## config.mk

```make
export PLATFORM = sky130hd
export DESIGN_NAME = point_roi_centroid_azimuth_core
export DESIGN_NICKNAME = d
export VERILOG_FILES = /design/src/rtl/prca_pkg.sv /design/src/rtl/prca_div.sv /design/src/rtl/prca_cordic.sv /design/src/rtl/point_roi_centroid_azimuth_core.sv
export SDC_FILE = /design/constraint.sdc
export NUM_CORES = 2
export LEC_CHECK = 0
export BUFFER_PORTS_ARGS = -buffer_cell sky130_fd_sc_hd__buf_2
export CAP_MARGIN = 20
export CORE_ASPECT_RATIO = 0.9
export CORE_UTILIZATION = 50
export DETAILED_ROUTE_END_ITERATION = 12
export GPL_ROUTABILITY_DRIVEN = 0
export PLACE_DENSITY = 0.68
export SYNTH_ARGS = -nofsm -noshare
export SYNTH_HDL_FRONTEND = slang
export SYNTH_SLANG_ARGS = --single-unit
```

## constraint.sdc

```tcl
create_clock -name clk -period 19.3 [get_ports clk]
set_clock_uncertainty 0.1 [all_clocks]
set_input_delay 3.86 -clock clk [delete_from_list [all_inputs] [get_ports clk]]
set_output_delay 3.86 -clock clk [all_outputs]
set_load 0.01 [all_outputs]
```

## src/rtl/prca_pkg.sv

```systemverilog
// Package with constants, register indexes and the arctangent table.
package prca_pkg;

  localparam int PRCA_MAX_POINTS = 1048576;
  localparam int CFG_IDX_W = 2;
  localparam int CFG_DATA_W = 16;
  localparam int OUT_CNT_W = 21;

  localparam logic [CFG_IDX_W-1:0] REG_MAX_RANGE = 2'd0;
  localparam logic [CFG_IDX_W-1:0] REG_BAND_LOW  = 2'd1;
  localparam logic [CFG_IDX_W-1:0] REG_BAND_HIGH = 2'd2;

  localparam logic [14:0] RST_MAX_RANGE = 15'd3000;
  localparam logic signed [15:0] RST_BAND_LOW  = -16'sd100;
  localparam logic signed [15:0] RST_BAND_HIGH = 16'sd100;

  localparam int CORDIC_STEPS = 20;
  localparam int HALF_TURN = 4608000;

  // atan(2^-i) in 1/256 of a hundredth degree.
  function automatic logic [20:0] atan_val(input logic [4:0] i);
    logic [20:0] v;
    case (i)
      5'd0:  v = 21'd1152000;
      5'd1:  v = 21'd680065;
      5'd2:  v = 21'd359328;
      5'd3:  v = 21'd182400;
      5'd4:  v = 21'd91554;
      5'd5:  v = 21'd45822;
      5'd6:  v = 21'd22916;
      5'd7:  v = 21'd11459;
      5'd8:  v = 21'd5730;
      5'd9:  v = 21'd2865;
      5'd10: v = 21'd1432;
      5'd11: v = 21'd716;
      5'd12: v = 21'd358;
      5'd13: v = 21'd179;
      5'd14: v = 21'd90;
      5'd15: v = 21'd45;
      5'd16: v = 21'd22;
      5'd17: v = 21'd11;
      5'd18: v = 21'd6;
      5'd19: v = 21'd3;
      default: v = 21'd0;
    endcase
    return v;
  endfunction

endpackage

```

## src/rtl/prca_div.sv

```systemverilog
// Restoring unsigned divider, one quotient bit per cycle.
module prca_div import prca_pkg::*; #(
  parameter int W = 37
) (
  input  logic         clk,
  input  logic         rst_n,
  input  logic         start,
  input  logic [W-1:0] dividend,
  input  logic [W-1:0] divisor,
  output logic         done,
  output logic [W-1:0] quotient
);
  localparam int CW = $clog2(W + 1);

  logic [W-1:0]  rem_r, rem_nxt, quo_r, quo_nxt, dvs_r;
  logic [CW-1:0] cnt_r, cnt_nxt;
  logic          busy_r, busy_nxt, done_r, done_nxt;
  logic [W:0]    shifted;
  logic          ge;

  always_comb begin
    shifted  = {rem_r, quo_r[W-1]};
    ge       = shifted >= {1'b0, dvs_r};
    rem_nxt  = rem_r;
    quo_nxt  = quo_r;
    cnt_nxt  = cnt_r;
    busy_nxt = busy_r;
    done_nxt = 1'b0;
    if (start) begin
      rem_nxt  = '0;
      quo_nxt  = dividend;
      cnt_nxt  = CW'(W);
      busy_nxt = 1'b1;
    end else if (busy_r) begin
      rem_nxt = ge ? W'(shifted - {1'b0, dvs_r}) : shifted[W-1:0];
      quo_nxt = {quo_r[W-2:0], ge};
      cnt_nxt = cnt_r - 1'b1;
      if (cnt_r == CW'(1)) begin
        busy_nxt = 1'b0;
        done_nxt = 1'b1;
      end
    end
  end

  always_ff @(posedge clk) begin
    if (!rst_n) begin
      busy_r <= 1'b0;
      done_r <= 1'b0;
      cnt_r  <= '0;
    end else begin
      busy_r <= busy_nxt;
      done_r <= done_nxt;
      cnt_r  <= cnt_nxt;
    end
    rem_r <= rem_nxt;
    quo_r <= quo_nxt;
    if (start) dvs_r <= divisor;
  end

  assign done     = done_r;
  assign quotient = quo_r;
endmodule

```

## src/rtl/prca_cordic.sv

```systemverilog
// Iterative CORDIC vectoring unit for the azimuth of the mean point.
module prca_cordic import prca_pkg::*; (
  input  logic               clk,
  input  logic               rst_n,
  input  logic               start,
  input  logic signed [15:0] mx,
  input  logic signed [15:0] mz,
  output logic               done,
  output logic signed [15:0] az
);
  localparam int XY_W = 33;
  localparam int ACC_W = 25;

  logic signed [XY_W-1:0]  x_r, x_nxt, y_r, y_nxt, dx, dy;
  logic signed [ACC_W-1:0] acc_r, acc_nxt, tab;
  logic [4:0]              step_r, step_nxt;
  logic                    busy_r, busy_nxt, done_r, done_nxt;
  logic                    negx_r, negz_r, zero_r;
  logic [16:0]             ax, azm;
  logic signed [ACC_W:0]   m, mc;
  logic [22:0]             rnd;
  logic signed [15:0]      az_r, az_nxt;

  always_comb begin
    ax  = mx[15] ? 17'(-$signed({mx[15], mx})) : {1'b0, mx};
    azm = mz[15] ? 17'(-$signed({mz[15], mz})) : {1'b0, mz};
    dx  = y_r >>> step_r;
    dy  = x_r >>> step_r;
    tab = $signed({4'b0, atan_val(step_r)});
    m   = negz_r ? (ACC_W+1)'(HALF_TURN) - (ACC_W+1)'(acc_r) : (ACC_W+1)'(acc_r);
    if (m < 0) mc = '0;
    else if (m > (ACC_W+1)'(HALF_TURN)) mc = (ACC_W+1)'(HALF_TURN);
    else mc = m;
    rnd = 23'(mc + (ACC_W+1)'(128));
    az_nxt = az_r;
    x_nxt = x_r;
    y_nxt = y_r;
    acc_nxt = acc_r;
    step_nxt = step_r;
    busy_nxt = busy_r;
    done_nxt = 1'b0;
    if (start) begin
      x_nxt    = XY_W'({azm, 14'b0});
      y_nxt    = XY_W'({ax, 14'b0});
      acc_nxt  = '0;
      step_nxt = '0;
      busy_nxt = 1'b1;
    end else if (busy_r) begin
      if (step_r == 5'(CORDIC_STEPS)) begin
        busy_nxt = 1'b0;
        done_nxt = 1'b1;
        if (zero_r) az_nxt = '0;
        else az_nxt = negx_r ? -$signed({1'b0, rnd[22:8]}) : $signed({1'b0, rnd[22:8]});
      end else begin
        if (y_r > 0) begin
          x_nxt   = x_r + dx;
          y_nxt   = y_r - dy;
          acc_nxt = acc_r + tab;
        end else begin
          x_nxt   = x_r - dx;
          y_nxt   = y_r + dy;
          acc_nxt = acc_r - tab;
        end
        step_nxt = step_r + 1'b1;
      end
    end
  end

  always_ff @(posedge clk) begin
    if (!rst_n) begin
      busy_r <= 1'b0;
      done_r <= 1'b0;
      step_r <= '0;
    end else begin
      busy_r <= busy_nxt;
      done_r <= done_nxt;
      step_r <= step_nxt;
    end
    x_r   <= x_nxt;
    y_r   <= y_nxt;
    acc_r <= acc_nxt;
    az_r  <= az_nxt;
    if (start) begin
      negx_r <= mx[15];
      negz_r <= mz[15];
      zero_r <= (mx == 16'sd0) && (mz == 16'sd0);
    end
  end

  assign done = done_r;
  assign az   = az_r;
endmodule

```

## src/rtl/point_roi_centroid_azimuth_core.sv

```systemverilog
// Top level: point filter and accumulator with frame-end divide and arctangent.
//
//  channel | direction | handshake          | payload
//  in      | input     | in_valid/in_stall  | pos_x, pos_y, pos_z, frame_end
//  out     | output    | out_valid/out_stall| point_count, found, mean_x, mean_z, azimuth
//  cfg     | input     | cfg_we             | cfg_index, cfg_wdata
//
// For each point one multiplier squares x, then z, then max_range in turn.
// A frame end with points runs two divisions in turn on one restoring divider, then the
// CORDIC unit, and then loads the output register; an empty frame loads it directly.
// Reset is synchronous and clears sums, count, state and configuration to defaults.
// A held result in the output register stalls the block only at the next frame end.
module point_roi_centroid_azimuth_core import prca_pkg::*; #(
  parameter int MAX_POINTS = PRCA_MAX_POINTS
) (
  input  logic                    clk,
  input  logic                    rst_n,
  input  logic                    in_valid,
  output logic                    in_stall,
  input  logic signed [15:0]      in_pos_x,
  input  logic signed [15:0]      in_pos_y,
  input  logic signed [15:0]      in_pos_z,
  input  logic                    in_frame_end,
  output logic                    out_valid,
  input  logic                    out_stall,
  output logic [OUT_CNT_W-1:0]    out_point_count,
  output logic                    out_found,
  output logic signed [15:0]      out_mean_x,
  output logic signed [15:0]      out_mean_z,
  output logic signed [15:0]      out_azimuth,
  input  logic                    cfg_we,
  input  logic [CFG_IDX_W-1:0]    cfg_index,
  input  logic [CFG_DATA_W-1:0]   cfg_wdata
);
  localparam int CNT_W = $clog2(MAX_POINTS + 1);
  localparam int SUM_W = 16 + CNT_W;

  localparam logic [3:0] S_IDLE = 4'd0;
  localparam logic [3:0] S_MX   = 4'd1;
  localparam logic [3:0] S_MZ   = 4'd2;
  localparam logic [3:0] S_MR   = 4'd3;
  localparam logic [3:0] S_DX0  = 4'd4;
  localparam logic [3:0] S_DX1  = 4'd5;
  localparam logic [3:0] S_DZ0  = 4'd6;
  localparam logic [3:0] S_DZ1  = 4'd7;
  localparam logic [3:0] S_CR0  = 4'd8;
  localparam logic [3:0] S_CR1  = 4'd9;
  localparam logic [3:0] S_FIN  = 4'd10;

  logic [3:0]              state_r, state_nxt;
  logic [14:0]             max_range_r;
  logic signed [15:0]      band_low_r, band_high_r;
  logic signed [15:0]      px_r, py_r, pz_r;
  logic                    last_r;
  logic [31:0]             d2_r, d2_nxt;
  logic signed [SUM_W-1:0] sum_x_r, sum_x_nxt, sum_z_r, sum_z_nxt;
  logic [CNT_W-1:0]        cnt_r, cnt_nxt;
  logic signed [15:0]      mul_a;
  logic signed [31:0]      prod;
  logic                    hit;
  logic signed [15:0]      mx_r, mx_nxt, mz_r, mz_nxt;
  logic                    div_start, div_done, cor_start, cor_done;
  logic signed [SUM_W-1:0] div_src;
  logic [SUM_W-1:0]        div_dvd, div_q;
  logic signed [15:0]      div_mean, cor_az;
  logic                    load_out;
  logic                    out_valid_r;
  logic [OUT_CNT_W-1:0]    ocnt_r;
  logic                    ofound_r;
  logic signed [15:0]      omx_r, omz_r, oaz_r;

  always_comb begin
    case (state_r)
      S_MX:    mul_a = px_r;
      S_MZ:    mul_a = pz_r;
      default: mul_a = $signed({1'b0, max_range_r});
    endcase
    prod = mul_a * mul_a;
    hit  = (pz_r != 16'sd0) && (py_r >= band_low_r) && (py_r < band_high_r) &&
           (d2_r < $unsigned(prod)) && (cnt_r < CNT_W'(MAX_POINTS));
  end

  // The divider sees magnitudes; the quotient takes the sign of the sum.
  assign div_src  = (state_r == S_DX0 || state_r == S_DX1) ? sum_x_r : sum_z_r;
  assign div_dvd  = div_src[SUM_W-1] ? SUM_W'(-div_src) : $unsigned(div_src);
  assign div_mean = div_src[SUM_W-1] ? -$signed(div_q[15:0]) : $signed(div_q[15:0]);
  assign div_start = (state_r == S_DX0) || (state_r == S_DZ0);
  assign cor_start = (state_r == S_CR0);
  assign load_out  = (state_r == S_FIN) && (!out_valid_r || !out_stall);

  always_comb begin
    state_nxt = state_r;
    d2_nxt    = d2_r;
    sum_x_nxt = sum_x_r;
    sum_z_nxt = sum_z_r;
    cnt_nxt   = cnt_r;
    mx_nxt    = mx_r;
    mz_nxt    = mz_r;
    case (state_r)
      S_IDLE: if (in_valid) state_nxt = S_MX;
      S_MX: begin
        d2_nxt    = $unsigned(prod);
        state_nxt = S_MZ;
      end
      S_MZ: begin
        d2_nxt    = d2_r + $unsigned(prod);
        state_nxt = S_MR;
      end
      S_MR: begin
        if (hit) begin
          sum_x_nxt = sum_x_r + SUM_W'(px_r);
          sum_z_nxt = sum_z_r + SUM_W'(pz_r);
          cnt_nxt   = cnt_r + 1'b1;
        end
        if (last_r) begin
          mx_nxt = '0;
          mz_nxt = '0;
          if ((cnt_r != '0) || hit) state_nxt = S_DX0;
          else state_nxt = S_FIN;
        end else begin
          state_nxt = S_IDLE;
        end
      end
      S_DX0: state_nxt = S_DX1;
      S_DX1: if (div_done) begin
        mx_nxt    = div_mean;
        state_nxt = S_DZ0;
      end
      S_DZ0: state_nxt = S_DZ1;
      S_DZ1: if (div_done) begin
        mz_nxt    = div_mean;
        state_nxt = S_CR0;
      end
      S_CR0: state_nxt = S_CR1;
      S_CR1: if (cor_done) state_nxt = S_FIN;
      S_FIN: if (load_out) begin
        sum_x_nxt = '0;
        sum_z_nxt = '0;
        cnt_nxt   = '0;
        state_nxt = S_IDLE;
      end
      default: state_nxt = S_IDLE;
    endcase
  end

  always_ff @(posedge clk) begin
    if (!rst_n) begin
      state_r     <= S_IDLE;
      sum_x_r     <= '0;
      sum_z_r     <= '0;
      cnt_r       <= '0;
      out_valid_r <= 1'b0;
      max_range_r <= RST_MAX_RANGE;
      band_low_r  <= RST_BAND_LOW;
      band_high_r <= RST_BAND_HIGH;
    end else begin
      state_r <= state_nxt;
      sum_x_r <= sum_x_nxt;
      sum_z_r <= sum_z_nxt;
      cnt_r   <= cnt_nxt;
      if (load_out) out_valid_r <= 1'b1;
      else if (!out_stall) out_valid_r <= 1'b0;
      if (cfg_we) begin
        case (cfg_index)
          REG_MAX_RANGE: max_range_r <= cfg_wdata[14:0];
          REG_BAND_LOW:  band_low_r  <= $signed(cfg_wdata);
          REG_BAND_HIGH: band_high_r <= $signed(cfg_wdata);
          default: ;
        endcase
      end
    end
    d2_r <= d2_nxt;
    mx_r <= mx_nxt;
    mz_r <= mz_nxt;
    if (state_r == S_IDLE && in_valid) begin
      px_r   <= in_pos_x;
      py_r   <= in_pos_y;
      pz_r   <= in_pos_z;
      last_r <= in_frame_end;
    end
    if (load_out) begin
      ocnt_r   <= OUT_CNT_W'(cnt_r);
      ofound_r <= cnt_r != '0;
      omx_r    <= mx_r;
      omz_r    <= mz_r;
      oaz_r    <= (cnt_r != '0) ? cor_az : 16'sd0;
    end
  end

  prca_div #(.W(SUM_W)) u_div (
    .clk      (clk),
    .rst_n    (rst_n),
    .start    (div_start),
    .dividend (div_dvd),
    .divisor  (SUM_W'(cnt_r)),
    .done     (div_done),
    .quotient (div_q)
  );

  prca_cordic u_cordic (
    .clk   (clk),
    .rst_n (rst_n),
    .start (cor_start),
    .mx    (mx_r),
    .mz    (mz_r),
    .done  (cor_done),
    .az    (cor_az)
  );

  assign in_stall        = (state_r != S_IDLE);
  assign out_valid       = out_valid_r;
  assign out_point_count = ocnt_r;
  assign out_found       = ofound_r;
  assign out_mean_x      = omx_r;
  assign out_mean_z      = omz_r;
  assign out_azimuth     = oaz_r;
endmodule

```

==> results_dict.tcl <==
set metrics [dict create \
    grt_pass1_wl_um 221000 \
    worstMarginPinSlew_ns 1.05 \
    finalCritPeriodShare_pct 67.6 \
    syn_inst 5830 \
    drc 0 \
    cts_hold_buf 0 \
    cp_max_fo 88 \
    critPathRequiredTime_ns 19.75 \
    fmax_mhz 76.6 \
    h-tree-depth 2 \
    grtUsageTotal_pct 26.1 \
    cp_slowest_cell "fa_1" \
    grt_overflow_total 0 \
    yosys-top-cells-count "nand2_1, inv_1, nor2_1, ha_1, a21oi_1" \
    start_kind "flip-flop" \
    netlist.area_leader.share_pct 17.1 \
    grt_max_degree 89 \
    ys.flop_type "edfxtp_1" \
    synthSimpleGateAreaFrac_pct 16.4 \
    synth_area_per_cell_um2 8.84 \
    synth_cell_types 94 \
    cts.sinks 571 \
    antenna_found_initial 14 \
    place_hpwl_um 106000 \
    cts_tree "yes" \
    synth_area_mm2 0.0515 \
    topRoutingLayerUsed "met5" \
    utilization_pct 54.2 \
    fin_nets 6520 \
    maxSlewViolCount 0 \
    clockBufferDepth 3 \
    met3_length_um 11200 \
    dieWidth_um 340 \
    ant_nets 0 \
    crit_top_cell "fa_1" \
    cts_resized 0 \
    drive_gt1_share_pct 8.27 \
    synthAdderAreaFrac_pct 18.7 \
    io_buffer_count 143 \
    numCtsBuffers 59 \
    die_h_um 307 \
    first_pass_iters 6 \
    path_class "flip-flop to flip-flop" \
    grt_pass1_vias 40300 \
    syn_nets 6526 \
    first_iter_violations 4290 \
    setup_viol 0 \
    synth-seq-area-share_pct 27.9 \
    yosys-top-cells-area "edfxtp_1, dfxtp_1, fa_1" \
    wl_per_cell_um 19.3 \
    rsz0062_at_grt "no" \
    worstPathArrival_ns 13.50 \
    route.met2.wl_um 61700 \
    synth.most_common_cell "nand2_1" \
    post-cts-setup-buffers 0 \
    synth_edf_count 294 \
    drt_wl_total_um 140000 \
    yosysTopAreaCell "edfxtp_1" \
    clock_latency_ns 0.68 \
    synth-compound-area-share_pct 17.7 \
    maxCapViolations 0 \
    ys_async_sr_fraction_pct 0 \
    start_util_pct 50.6 \
    synth-xor-area-share_pct 6.98 \
    coreArea_mm2 0.102 \
    setup-tns-final_ns 0 \
    num_vias 43100 \
    maxSlewHeadroom_pct 30.3 \
    synth_mux_area_share_pct 6.26 \
    fin_crit_ns 13.05 \
    cpPeakStageDelay_ns 0.97 \
    drt-vias-per-instance 5.95 \
    final-hold-violation-count 0 \
    cp-end-kind "flip-flop" \
    hp-class "flip-flop to flip-flop" \
    syn2layout_area_growth_pct 7.25 \
    status "completed" \
    path_clk_slew_ns 0.06 \
    io_pins 144 \
    met1_length_um 62700 \
    synth_top_family_by_area "adder cells" \
    yosys_warnings 0 \
    synth_seq_cells 571 \
    clockRootBuffer "clkbuf_16" \
    dieArea_mm2 0.104 \
    rows 111 \
]
-- metal layers --
metal  track usage [%]  vias up
li1                  -    20700
met1              37.1    20500
met2              40.3     1540
met3              4.92      275
met4              8.04       16
met5                 0        -
-- metrics by stage --
| stage | worst slack, ns | std cells | hold slack [ns] | area [um^2] |
|---|---|---|---|---|
| 6_report | 6.25 | 7235 | 0.367 | 55300 |
| 3_3_place_gp | 6.67 | 7118 | 0.353 | 53300 |
| 3_5_place_dp | 6.33 | 7119 | 0.360 | 53300 |
| 2_1_floorplan | 8.63 | 5830 | 0.340 | 51500 |
| 5_1_grt | 5.40 | 7235 | 0.390 | 55300 |
| 4_1_cts | 6.30 | 7231 | 0.368 | 55300 |
-- critical path: cells and delay by family (launching register included) --
kind            cells  cell delay, ns
fa+ha+maj           8            4.29
flops               1            0.53
xor+xnor            1            0.16
simple gates       13            3.57
buf+inv             7            1.91
compound gates      9            2.31
-- cell families after synthesis --
family,after synthesis
AOI/OAI and AO/OA,1412
xor gates and xnor gates,411
buffers and inverters,811
muxes,218
and+or+nand+nor,1782
adders and majority gates,625
DFF,571
-- cell usage in the layout (no fill, tap or decap), types with 63 or more instances in the layout --
cell,netlist,layout
clkbuf_16,0,63
a21oi_1,361,360
nand2_1,555,553
buf_2,19,142
o21ai_0,286,284
xnor2_1,213,213
mux4_2,79,79
xor2_1,198,198
a211oi_1,68,68
dfxtp_1,277,273
nand3_1,220,219
a21boi_0,105,105
nor2_1,451,449
mux2i_1,108,108
edfxtp_1,294,294
ha_1,382,382
fa_1,242,242
inv_1,541,540
a21o_1,98,98
nor3_1,107,106
-- sequential cells by signal, summed over array words and instances (netlist names), 21 cells and up --
name             cells
u_div.quotient      37
u_div.rem_r         37
u_cordic.x_r        33
u_cordic.tab        21
d2_r                32
sum_z_r             37
sum_x_r             37
u_div.dvs_r         21
out_point_count     21
u_cordic.y_r        33
u_cordic.acc_r      25
cnt_r               21
-- worst paths after layout --
| kind | from | to | slack [ns] | depth (start not counted) |
|---|---|---|---|---|
| worst max-delay path | state_r[1] | sum_x_r[20] | 6.25 | 38 |
| worst min-delay path | band_high_r[1] | band_high_r[1] | 0.37 | 2 |
| worst max register to register | state_r[1] | sum_x_r[20] | 6.25 | 38 |
| worst min register to register | band_high_r[1] | band_high_r[1] | 0.37 | 2 |
-- final cells by class --
class	count	area, um^2
fill	9331	46700
multi-input combinational	4448	34100
sequential	571	14400
inverter	554	2080
tap	1356	1700
clock buffer	84	1700
timing repair buffer	190	1070
clock inverter	28	224
antenna	4	10.0
Power is not shown: default switching activity piles up to over one toggle a cycle in this logic, so the estimate is an artifact.
